## src/rtl/core/gwrp_pkg.sv

```systemverilog
// Package for the grouped weighted random pick block.
// Holds the request and result beat types, status and request codes.
// No dependencies.
`default_nettype none

package gwrp_pkg;

  localparam int WT_W  = 8;
  localparam int RND_W = 15;
  localparam int DCNT_W = $clog2(RND_W);

  localparam logic REQ_ADD  = 1'b0;
  localparam logic REQ_PICK = 1'b1;

  localparam logic [2:0] ST_PICKED  = 3'd0;
  localparam logic [2:0] ST_NONE    = 3'd1;
  localparam logic [2:0] ST_ADDED   = 3'd2;
  localparam logic [2:0] ST_SKIPPED = 3'd3;
  localparam logic [2:0] ST_FULL    = 3'd4;

  typedef struct packed {
    logic             req_type;
    logic [7:0]       group_code;
    logic [WT_W-1:0]  entry_weight;
    logic [RND_W-1:0] random_value;
  } gwrp_in_t;

  typedef struct packed {
    logic [2:0]      status;
    logic [3:0]      entry_number;
    logic [WT_W-1:0] picked_weight;
  } gwrp_out_t;

endpackage

`default_nettype wire

```

## src/rtl/core/gwrp_mem.sv

```systemverilog
// Member memory: one write port, one read port with registered read data.
// Depends on nothing.
`default_nettype none

module gwrp_mem #(
  parameter int AW = 6,
  parameter int DW = 12
) (
  input  wire logic          clk,
  input  wire logic          we,
  input  wire logic [AW-1:0] waddr,
  input  wire logic [DW-1:0] wdata,
  input  wire logic          re,
  input  wire logic [AW-1:0] raddr,
  output logic      [DW-1:0] rdata
);

  logic [DW-1:0] mem [2**AW];

  always_ff @(posedge clk) begin
    if (we) begin
      mem[waddr] <= wdata;
    end
    if (re) begin
      rdata <= mem[raddr];
    end
  end

endmodule

`default_nettype wire

```

## src/rtl/core/gwrp_div.sv

```systemverilog
// Restoring remainder unit, one dividend bit per cycle.
// Depends on gwrp_pkg for the dividend width.
`default_nettype none

module gwrp_div #(
  parameter int TW = 12
) (
  input  wire logic                      clk,
  input  wire logic                      rst,
  input  wire logic                      start,
  input  wire logic [gwrp_pkg::RND_W-1:0] dividend,
  input  wire logic [TW-1:0]             divisor,
  output logic                           done,
  output logic      [TW-1:0]             rem
);
  import gwrp_pkg::*;

  logic              run;
  logic [DCNT_W-1:0] cnt;
  logic [RND_W-1:0]  dvd;
  logic [TW-1:0]     dsr;
  logic [TW:0]       trial;

  assign trial = {rem, dvd[RND_W-1]};

  always_ff @(posedge clk) begin
    if (rst) begin
      run  <= 1'b0;
      done <= 1'b0;
      cnt  <= '0;
    end else begin
      done <= 1'b0;
      if (start) begin
        run <= 1'b1;
        cnt <= DCNT_W'(RND_W - 1);
        dvd <= dividend;
        dsr <= divisor;
        rem <= '0;
      end else if (run) begin
        dvd <= {dvd[RND_W-2:0], 1'b0};
        if (trial >= {1'b0, dsr}) begin
          rem <= TW'(trial - {1'b0, dsr});
        end else begin
          rem <= TW'(trial);
        end
        cnt <= cnt - 1'b1;
        if (cnt == '0) begin
          run  <= 1'b0;
          done <= 1'b1;
        end
      end
    end
  end

endmodule

`default_nettype wire

```

## src/rtl/core/grouped_weighted_random_pick.sv

```systemverilog
// Top level of the grouped weighted random pick block.
// Uses gwrp_pkg, gwrp_mem (member lists) and gwrp_div (remainder unit).
//
//   Channel   Ports                        Handshake
//   request   start, busy, req             beat taken when start & !busy
//   result    done, result                 beat taken at the edge ending done
//
// An add beat gives its result in the cycle after it is taken and leaves busy low.
// A pick on a non-empty valid group runs the remainder unit, then walks the
// group's entries with one member memory read per entry walked until one is
// picked or the list ends. Other picks answer in the cycle after they are taken.
// Synchronous reset clears counts, totals and the entry counter; the member
// memory is not cleared, and the block takes requests right after reset.
// The result port cannot be stalled.
`default_nettype none

module grouped_weighted_random_pick #(
  parameter int MAX_ENTRIES = 16,
  parameter int GROUP_COUNT = 4
) (
  input  wire logic                clk,
  input  wire logic                rst,
  input  wire logic                start,
  output logic                     busy,
  input  wire gwrp_pkg::gwrp_in_t  req,
  output logic                     done,
  output gwrp_pkg::gwrp_out_t      result
);
  import gwrp_pkg::*;

  localparam int EW    = $clog2(MAX_ENTRIES);
  localparam int CW    = $clog2(MAX_ENTRIES + 1);
  localparam int TW    = $clog2(MAX_ENTRIES * ((1 << WT_W) - 1) + 1);
  localparam int GW    = (GROUP_COUNT > 1) ? $clog2(GROUP_COUNT) : 1;
  localparam int AW    = $clog2(GROUP_COUNT * MAX_ENTRIES);
  localparam int DW    = EW + WT_W;

  localparam logic [1:0] S_IDLE = 2'd0;
  localparam logic [1:0] S_DIV  = 2'd1;
  localparam logic [1:0] S_WALK = 2'd2;

  logic [1:0]    state;
  logic [CW-1:0] loaded;
  logic [CW-1:0] counts [GROUP_COUNT];
  logic [TW-1:0] totals [GROUP_COUNT];

  logic [GW-1:0] grp_r;
  logic [CW-1:0] n_r;
  logic [CW-1:0] rd_idx;
  logic [CW-1:0] chk_idx;
  logic          have_data;
  logic [TW-1:0] r_w;

  logic            acc;
  logic [GW-1:0]   g;
  logic            grp_ok;
  logic [CW-1:0]   cnt_g;
  logic [TW-1:0]   tot_g;
  logic [WT_W-1:0] wt_eff;
  logic            full;
  logic            we;
  logic [AW-1:0]   waddr;
  logic            re;
  logic [AW-1:0]   raddr;
  logic [DW-1:0]   rdata;
  logic [WT_W-1:0] rd_wt;
  logic [EW-1:0]   rd_num;
  logic            div_start;
  logic            div_done;
  logic [TW-1:0]   div_rem;
  logic            issue;

  assign busy   = (state != S_IDLE);
  assign acc    = start && !busy;
  assign g      = GW'(req.group_code);
  assign grp_ok = (req.group_code < 8'(GROUP_COUNT));
  assign cnt_g  = counts[g];
  assign tot_g  = totals[g];
  assign wt_eff = (req.entry_weight == '0) ? WT_W'(1) : req.entry_weight;
  assign full   = (loaded >= CW'(MAX_ENTRIES));

  assign we    = acc && (req.req_type == REQ_ADD) && !full && grp_ok &&
                 (cnt_g < CW'(MAX_ENTRIES));
  assign waddr = AW'(AW'(g) * AW'(MAX_ENTRIES) + AW'(cnt_g));

  assign issue = (rd_idx < n_r);
  assign re    = (state == S_WALK) && issue;
  assign raddr = AW'(AW'(grp_r) * AW'(MAX_ENTRIES) + AW'(rd_idx));

  assign rd_wt  = rdata[WT_W-1:0];
  assign rd_num = rdata[DW-1:WT_W];

  assign div_start = acc && (req.req_type == REQ_PICK) && grp_ok &&
                     (cnt_g != '0) && (tot_g != '0);

  gwrp_mem #(
    .AW(AW),
    .DW(DW)
  ) u_mem (
    .clk  (clk),
    .we   (we),
    .waddr(waddr),
    .wdata({EW'(loaded), wt_eff}),
    .re   (re),
    .raddr(raddr),
    .rdata(rdata)
  );

  gwrp_div #(
    .TW(TW)
  ) u_div (
    .clk     (clk),
    .rst     (rst),
    .start   (div_start),
    .dividend(req.random_value),
    .divisor (tot_g),
    .done    (div_done),
    .rem     (div_rem)
  );

  always_ff @(posedge clk) begin
    if (rst) begin
      state     <= S_IDLE;
      done      <= 1'b0;
      loaded    <= '0;
      have_data <= 1'b0;
      for (int i = 0; i < GROUP_COUNT; i++) begin
        counts[i] <= '0;
        totals[i] <= '0;
      end
    end else begin
      done <= 1'b0;
      case (state)
        S_IDLE: begin
          if (acc) begin
            done <= 1'b1;
            result.entry_number  <= '0;
            result.picked_weight <= '0;
            if (req.req_type == REQ_ADD) begin
              if (full) begin
                result.status <= ST_FULL;
              end else begin
                loaded <= loaded + 1'b1;
                if (!grp_ok) begin
                  result.status       <= ST_SKIPPED;
                  result.entry_number <= 4'(loaded);
                end else if (cnt_g >= CW'(MAX_ENTRIES)) begin
                  result.status <= ST_FULL;
                end else begin
                  counts[g]            <= cnt_g + 1'b1;
                  totals[g]            <= tot_g + TW'(wt_eff);
                  result.status        <= ST_ADDED;
                  result.entry_number  <= 4'(loaded);
                  result.picked_weight <= wt_eff;
                end
              end
            end else if (div_start) begin
              done  <= 1'b0;
              state <= S_DIV;
              grp_r <= g;
              n_r   <= cnt_g;
            end else begin
              result.status <= ST_NONE;
            end
          end
        end
        S_DIV: begin
          if (div_done) begin
            state     <= S_WALK;
            r_w       <= div_rem;
            rd_idx    <= '0;
            have_data <= 1'b0;
          end
        end
        S_WALK: begin
          if (issue) begin
            rd_idx    <= rd_idx + 1'b1;
            chk_idx   <= rd_idx;
            have_data <= 1'b1;
          end else begin
            have_data <= 1'b0;
          end
          if (have_data) begin
            if (TW'(rd_wt) > r_w) begin
              done                 <= 1'b1;
              result.status        <= ST_PICKED;
              result.entry_number  <= 4'(rd_num);
              result.picked_weight <= rd_wt;
              state                <= S_IDLE;
              have_data            <= 1'b0;
            end else begin
              r_w <= r_w - TW'(rd_wt);
              if (chk_idx == n_r - 1'b1) begin
                done                 <= 1'b1;
                result.status        <= ST_NONE;
                result.entry_number  <= '0;
                result.picked_weight <= '0;
                state                <= S_IDLE;
                have_data            <= 1'b0;
              end
            end
          end
        end
        default: begin
          state <= S_IDLE;
        end
      endcase
    end
  end

endmodule

`default_nettype wire

```

## config.mk

```make
export PLATFORM = sky130hd
export DESIGN_NAME = grouped_weighted_random_pick
export DESIGN_NICKNAME = d
export VERILOG_FILES = /design/src/rtl/core/gwrp_pkg.sv /design/src/rtl/core/gwrp_mem.sv /design/src/rtl/core/gwrp_div.sv /design/src/rtl/core/grouped_weighted_random_pick.sv
export SDC_FILE = /design/constraint.sdc
export NUM_CORES = 1
export LEC_CHECK = 0
export ABC_AREA = 1
export BUFFER_PORTS_ARGS = -buffer_cell sky130_fd_sc_hd__buf_2
export CAP_MARGIN = 20
export CORE_ASPECT_RATIO = 1.75
export CORE_MARGIN = 8
export CORE_UTILIZATION = 40
export CTS_CLUSTER_DIAMETER = 150
export CTS_CLUSTER_SIZE = 20
export DETAILED_ROUTE_END_ITERATION = 10
export HOLD_SLACK_MARGIN = 0.06
export PLACE_DENSITY = 0.68
export SKIP_LAST_GASP = 1
export SLEW_MARGIN = 20
export SYNTH_ARGS = -nofsm -noshare
export SYNTH_HDL_FRONTEND = slang
export SYNTH_SLANG_ARGS = --single-unit
```

## constraint.sdc

```tcl
create_clock -name clk -period 3.2 [get_ports clk]
set_input_delay 0.64 -clock clk [delete_from_list [all_inputs] [get_ports clk]]
set_output_delay 0.64 -clock clk [all_outputs]
set_load 0.01 [all_outputs]
```

### After elaboration in Yosys (flattened, before gate mapping)

Memory sizes are Yosys's and may differ from the RTL's. A register that Yosys moved wholly into a read port is not among the register bits.
Index checks and enable logic that the tools add are counted.

| storage, ports and cells | value |
|---|---|
| register bits after elaboration | 98 |
| bits in writable memories | 836 |
| memories | 3 |
| word-level logic and storage cells | 162 |

Memory list:

| memory | depth | width | read ports | clocked after Yosys merged registers in | write ports | RTL line | text |
|---|---|---|---|---|---|---|---|
| u_mem.mem | 64 | 12 | 1 | 1 | 1 | gwrp_mem.sv:18 | `logic [DW-1:0] mem [2**AW];` |
| totals | 4 | 12 | 1 | 0 | 4 | grouped_weighted_random_pick.sv:45 | `logic [TW-1:0] totals [GROUP_COUNT];` |
| counts | 4 | 5 | 1 | 0 | 4 | grouped_weighted_random_pick.sv:44 | `logic [CW-1:0] counts [GROUP_COUNT];` |

| cells by class | value |
|---|---|
| add/subtract/negate cells | 10 |
| multiplexer cells | 71 |
| equality and inequality tests | 12 |
| bitwise logic cells | 4 |
| reduce and logical (&&, ||, !) cells | 36 |
| order comparisons | 7 |

Operators by type and width:

| cell | count |
|---|---|
| 12-bit 2-to-1 mux | 9 |
| 15-bit 2-to-1 mux | 6 |
| 15-bit case mux with 2 select lines | 1 |
| 1-bit 2-to-1 mux | 29 |
| 12-bit case mux with 2 select lines | 1 |
| 2-bit 2-to-1 mux | 9 |
| 8-bit 2-to-1 mux | 2 |
| 5-bit by 1-bit adder with 5-bit output (second input constant) | 3 |
| 5-bit 2-to-1 mux | 3 |
| 5-bit AND reduction | 3 |
| 13-bit by 12-bit >= comparator with 1-bit output | 1 |
| 12-bit by 8-bit adder with 12-bit output | 1 |
| 6-bit by 5-bit adder with 6-bit output | 2 |
| 8-bit by 12-bit > comparator with 1-bit output | 1 |
| 3-bit 2-to-1 mux | 4 |
| 2-bit != test (second input constant) | 6 |
| 6-bit AND reduction | 2 |
| 12-bit nonzero test | 1 |
| 12-bit OR reduction | 1 |
| 12-bit subtractor | 1 |
| 12-bit by 8-bit subtractor with 12-bit output | 1 |
| 5-bit >= comparator (second input constant) | 2 |
| 1-bit logical AND | 10 |
| 5-bit case mux with 2 select lines | 1 |
| 28 further kinds | 40 |

### Logic depth before layout (Yosys ltp)

An unclocked memory read counts as a cell.

| depth | value |
|---|---|
| word-level depth | 12 |
| gate-level depth with buffers | 19 |
| gate-level depth less buffers | 17 |

### Cells and area by module

A second synthesis with hierarchy kept.

| unflattened totals | value |
|---|---|
| cell total of the unflattened synthesis | 3716 |
| area, all modules | 41100.7 um^2 |

By module, submodules not included:

| module | cells an instance | seq. area each (um^2) | times used | area an instance (um^2) |
|---|---|---|---|---|
| gwrp_mem | 2662 | 23422.5 | 1 | 31830.5 |
| grouped_weighted_random_pick | 719 | 3543.4 | 1 | 6542.5 |
| gwrp_div | 335 | 1291.2 | 1 | 2727.6 |

### Worst setup path after synthesis

Ideal clock, no wire load.

| timing path | value |
|---|---|
| kind | input port to flip-flop |
| from | input req[23] (netlist name) |
| to | memory counts[3][0] (netlist name), enable pin |
| cell stages on the path | 6 |
| setup slack | -0.070 ns |
| required time | 2.785 ns |
| library setup time | 0.415 ns |
| arrival time | 2.855 ns |
| buffers on the path | 1 |
| path through | buf_6 or2_1 a31oi_4 nand3_2 or2_4 o21ai_0 |

RTL lines:

| item | RTL line | text |
|---|---|---|
| from (decl) | grouped_weighted_random_pick.sv:25 | `input wire gwrp_pkg::gwrp_in_t req,` |
| to (decl) | grouped_weighted_random_pick.sv:44 |  |

### Final worst setup path

| timing path | value |
|---|---|
| from | register u_mem.rdata[0], read port of u_mem.mem |
| to | register result[2] (netlist name), enable pin |

| on the way | value |
|---|---|
| longest elaborated chain between the ends | 3 |

Ends and longest elaborated chain:

| item | RTL line | text |
|---|---|---|
| from (decl) | gwrp_mem.sv:15 | `output logic [DW-1:0] rdata` |
| 8-bit by 12-bit > comparator with 1-bit output | grouped_weighted_random_pick.sv:184 | `if (TW'(rd_wt) > r_w) begin` |
| 3-bit by 1-bit != test with 1-bit output (no line) | n/a |  |
| 5-bit AND reduction (no line) | n/a |  |
| to (decl) | grouped_weighted_random_pick.sv:27 | `output gwrp_pkg::gwrp_out_t result` |

No other way between the ends.
A chain may end at the register's enable or synchronous reset.

==> results.txt <==
row cnt: 152
Setup Skew: 27.6 ps
# setup viols final: 0
clk sinks: 946
DRC errors left: 0
Yosys reg bits: 946
Worst Max-Slew Pin Slew: 1060 ps
first-pass GRT wire length: 162000 microns
proportion of layout cells with a drive suffix above 1: 10.9%
leakage power figure: 14.7 nW
class of the worst hold path: in2reg
RSZ-0062 raised after global routing: no
Crit. End Element: flop
post-route non-filler standard cell count: 4653
WP buf/inv: 1
drt pass-1 iters: 5
# Max-Cap Violations: 0
largest net degree at the start of global routing: 91
PostCTS Resize Cnt: 0
Port Buffer Count: 51
via density per instance: 5.60
Ys Warns: 0
max-slew violation count: 0
WL final: 111000 microns
Wirelength per Cell: 23.9 microns
cell count after synthesis: 3195
Post-CTS Setup Inserts: 0
Final Wtd Congestion: 0.953
DP HPWL: 73700 microns
total number of vias: 26000
Seq/Total Area, Yosys: 71.9%
core area: 97800 sq um
Final Hold Vio Count: 0
vias in the first global route: 25800
Design Power: 21.2 mW
Synth-to-Final Area Change: 11.5%
startpoint type of the worst setup path: flop
CP arrival: 3200 ps
clock slew at reported path FFs: 90 ps
slowest stage delay, CP: 750 ps
Syn Area/Cell: 12.3 sq um
total CTS buffers: 53
slowest stage cell, crit path: nor2_1
Root Driver: clkbuf_16
status: finished, final reports clean
Placement Setup Slack: -62.9 ps
final instance area: 43800 sq um
slew margin rel.: 29.6%
maximum VDD drop: 0.372 mV
Tcrit/Tclk final: 91.7%
Area after DPL: 42400 sq um
most common cell after layout, fill and taps aside: edfxtp_1
Main synth FF type: edfxtp_1
CTS Hold Bufs: 0
clock buffer depth: 3
initial antenna violation count: 1
asr flop ratio synth: 0%
htree depth: 2
Crit Path Class: reg2reg
fmax: 341 MHz
worst path cell trace: ha_1 > fa_1 > inv_1 > a21oi_1 > o21ai_0 > nand4_1 > nand4_1 > nand3_1 > nand3b_1 > nor2_1
EDFF count, synth: 931
syn nets: 3274
top cell family by delay on the critical path: simple AND/OR/NAND/NOR gates
placed insts: 4585
Final TNS setup: 0 ps
num ports: 52
P per Cell Area: 485 nW/um^2
# nets final: 3410
Die ar.: 109000 sq um
initial core utilization: 40.2%
worst-path fanout max: 12
Overall Global Routing Usage: 19.8%
Die Height: 431 microns
Initial DRC Count: 2284
post-synth cell types: 48
Remaining Overflow, GRT: 0
most frequent cells in the layout: 931 x edfxtp_1, 616 x nor2_1, 452 x o21ai_0, 291 x nand2_1, 197 x buf_4
cell repeated most along the worst path: nand4_1
CTS tree: built
post-route ant nets: 0
die width: 253 microns
Clock Latency Late Sink: 660 ps
Worst Setup Slack, final: 266 ps
critical path data required time: 3460 ps
Mapped Area: 39300 sq um
min Tclk post-route: 2930 ps
-- sequential cells by signal, summed over array words and instances, names as in the netlist --
register	count
done	1
u_mem.mem	768
u_div.cnt	4
rd_idx	5
have_data	1
u_div.run	1
r_w	12
totals	48
loaded	5
u_div.done	1
result	15
u_div.dsr	12
chk_idx	5
u_div.rem	12
u_div.dvd	15
grp_r	2
state	2
u_mem.rdata	12
counts	20
n_r	5
-- power breakdown --
group	switching, mW	total [mW]	internal (mW)	leakage (nW)
Clock	3.80	6.82	3.02	0.690
Sequential	0.0278	13.6	13.6	8.43
Combinational	0.563	0.776	0.212	5.58
-- stage by stage --
| stage | util (%) | hold slack [ps] |
|---|---|---|
| floorplan | - | 451 |
| detailed placement | 43.3 | 491 |
| global placement | 43.3 | 481 |
| finish | 44.8 | 264 |
| CTS | 44.8 | 235 |
| global route | 44.8 | 267 |
-- layer usage --
layer | global-route usage (%) | vias up | routed length, microns
met5 | 0 | - | 0
met2 | 35.6 | 1067 | 57600
li1 | - | 11800 | -
met4 | 14.8 | 0 | 9550
met3 | 2.07 | 340 | 5900
met1 | 21.1 | 12800 | 38100
-- cells by family after synthesis --
kind of cell             synth area share [%]
XOR/XNOR                                0.758
AND/OR/NAND/NOR                          11.5
flip-flops                               71.9
adder cells (fa/ha/maj)                  1.44
buffers and inverters                    3.36
AO/OA/AOI/OAI                            11.0
-- synth_stat cells (2+ instances only) --
cell type / n / share of area [%]
a21boi_0: 3 / 0.057
a21oi_1: 48 / 0.61
a22o_1: 4 / 0.089
a31o_2: 2 / 0.045
a31oi_1: 5 / 0.080
a31oi_4: 2 / 0.11
buf_1: 3 / 0.029
buf_2: 23 / 0.29
buf_4: 5 / 0.096
buf_6: 6 / 0.17
clkbuf_1: 155 / 1.5
clkinv_1: 3 / 0.029
dfxtp_1: 15 / 0.76
edfxtp_1: 931 / 71
fa_1: 2 / 0.10
ha_1: 42 / 1.3
inv_1: 127 / 1.2
inv_2: 3 / 0.029
nand2_1: 291 / 2.8
nand3_1: 115 / 1.5
nand3_4: 3 / 0.13
nand3b_1: 4 / 0.076
nand4_1: 44 / 0.70
nor2_1: 617 / 5.9
nor2_2: 2 / 0.032
nor3_1: 9 / 0.11
o211ai_1: 14 / 0.27
o21a_1: 2 / 0.038
o21ai_0: 453 / 5.8
o21ai_1: 4 / 0.051
o21bai_1: 2 / 0.038
o221ai_1: 85 / 1.9
o22ai_1: 117 / 1.9
or2_2: 7 / 0.11
or2_4: 2 / 0.045
xnor2_1: 18 / 0.40
xor2_1: 16 / 0.36
-- worst reg2reg max path: stages, from the launching register on --
cell and delay [ps]:
edfxtp_1 410, ha_1 230, fa_1 190, inv_1 60, a21oi_1 120, o21ai_0 130
nand4_1 150, nand4_1 210, nand3_1 170, nand3b_1 140, nor2_1 750
-- path summary, 6_finish.rpt --
check | start | endpoint | slack, ps | depth (start not counted)
setup reg to reg | u_mem.rdata[0] | result[2] | 270 | 10
hold / removal | req[5] | u_div.dvd[5] | 260 | 3
hold reg to reg | have_data | have_data | 500 | 2
setup / recovery | u_mem.rdata[0] | result[2] | 270 | 10
-- layout make-up --
| class | instances | area [sq um] |
|---|---|---|
| inverters | 134 | 515 |
| clock buffers | 62 | 1360 |
| multi-input cells | 1923 | 9710 |
| fillers | 8780 | 54000 |
| flip-flops and latches | 946 | 28300 |
| repair buffers | 273 | 2230 |
| clock inverters | 4 | 53.8 |
| diodes | 2 | 5.00 |
| well taps | 1309 | 1640 |
No activity file was read; power rests on OpenSTA's default activity.
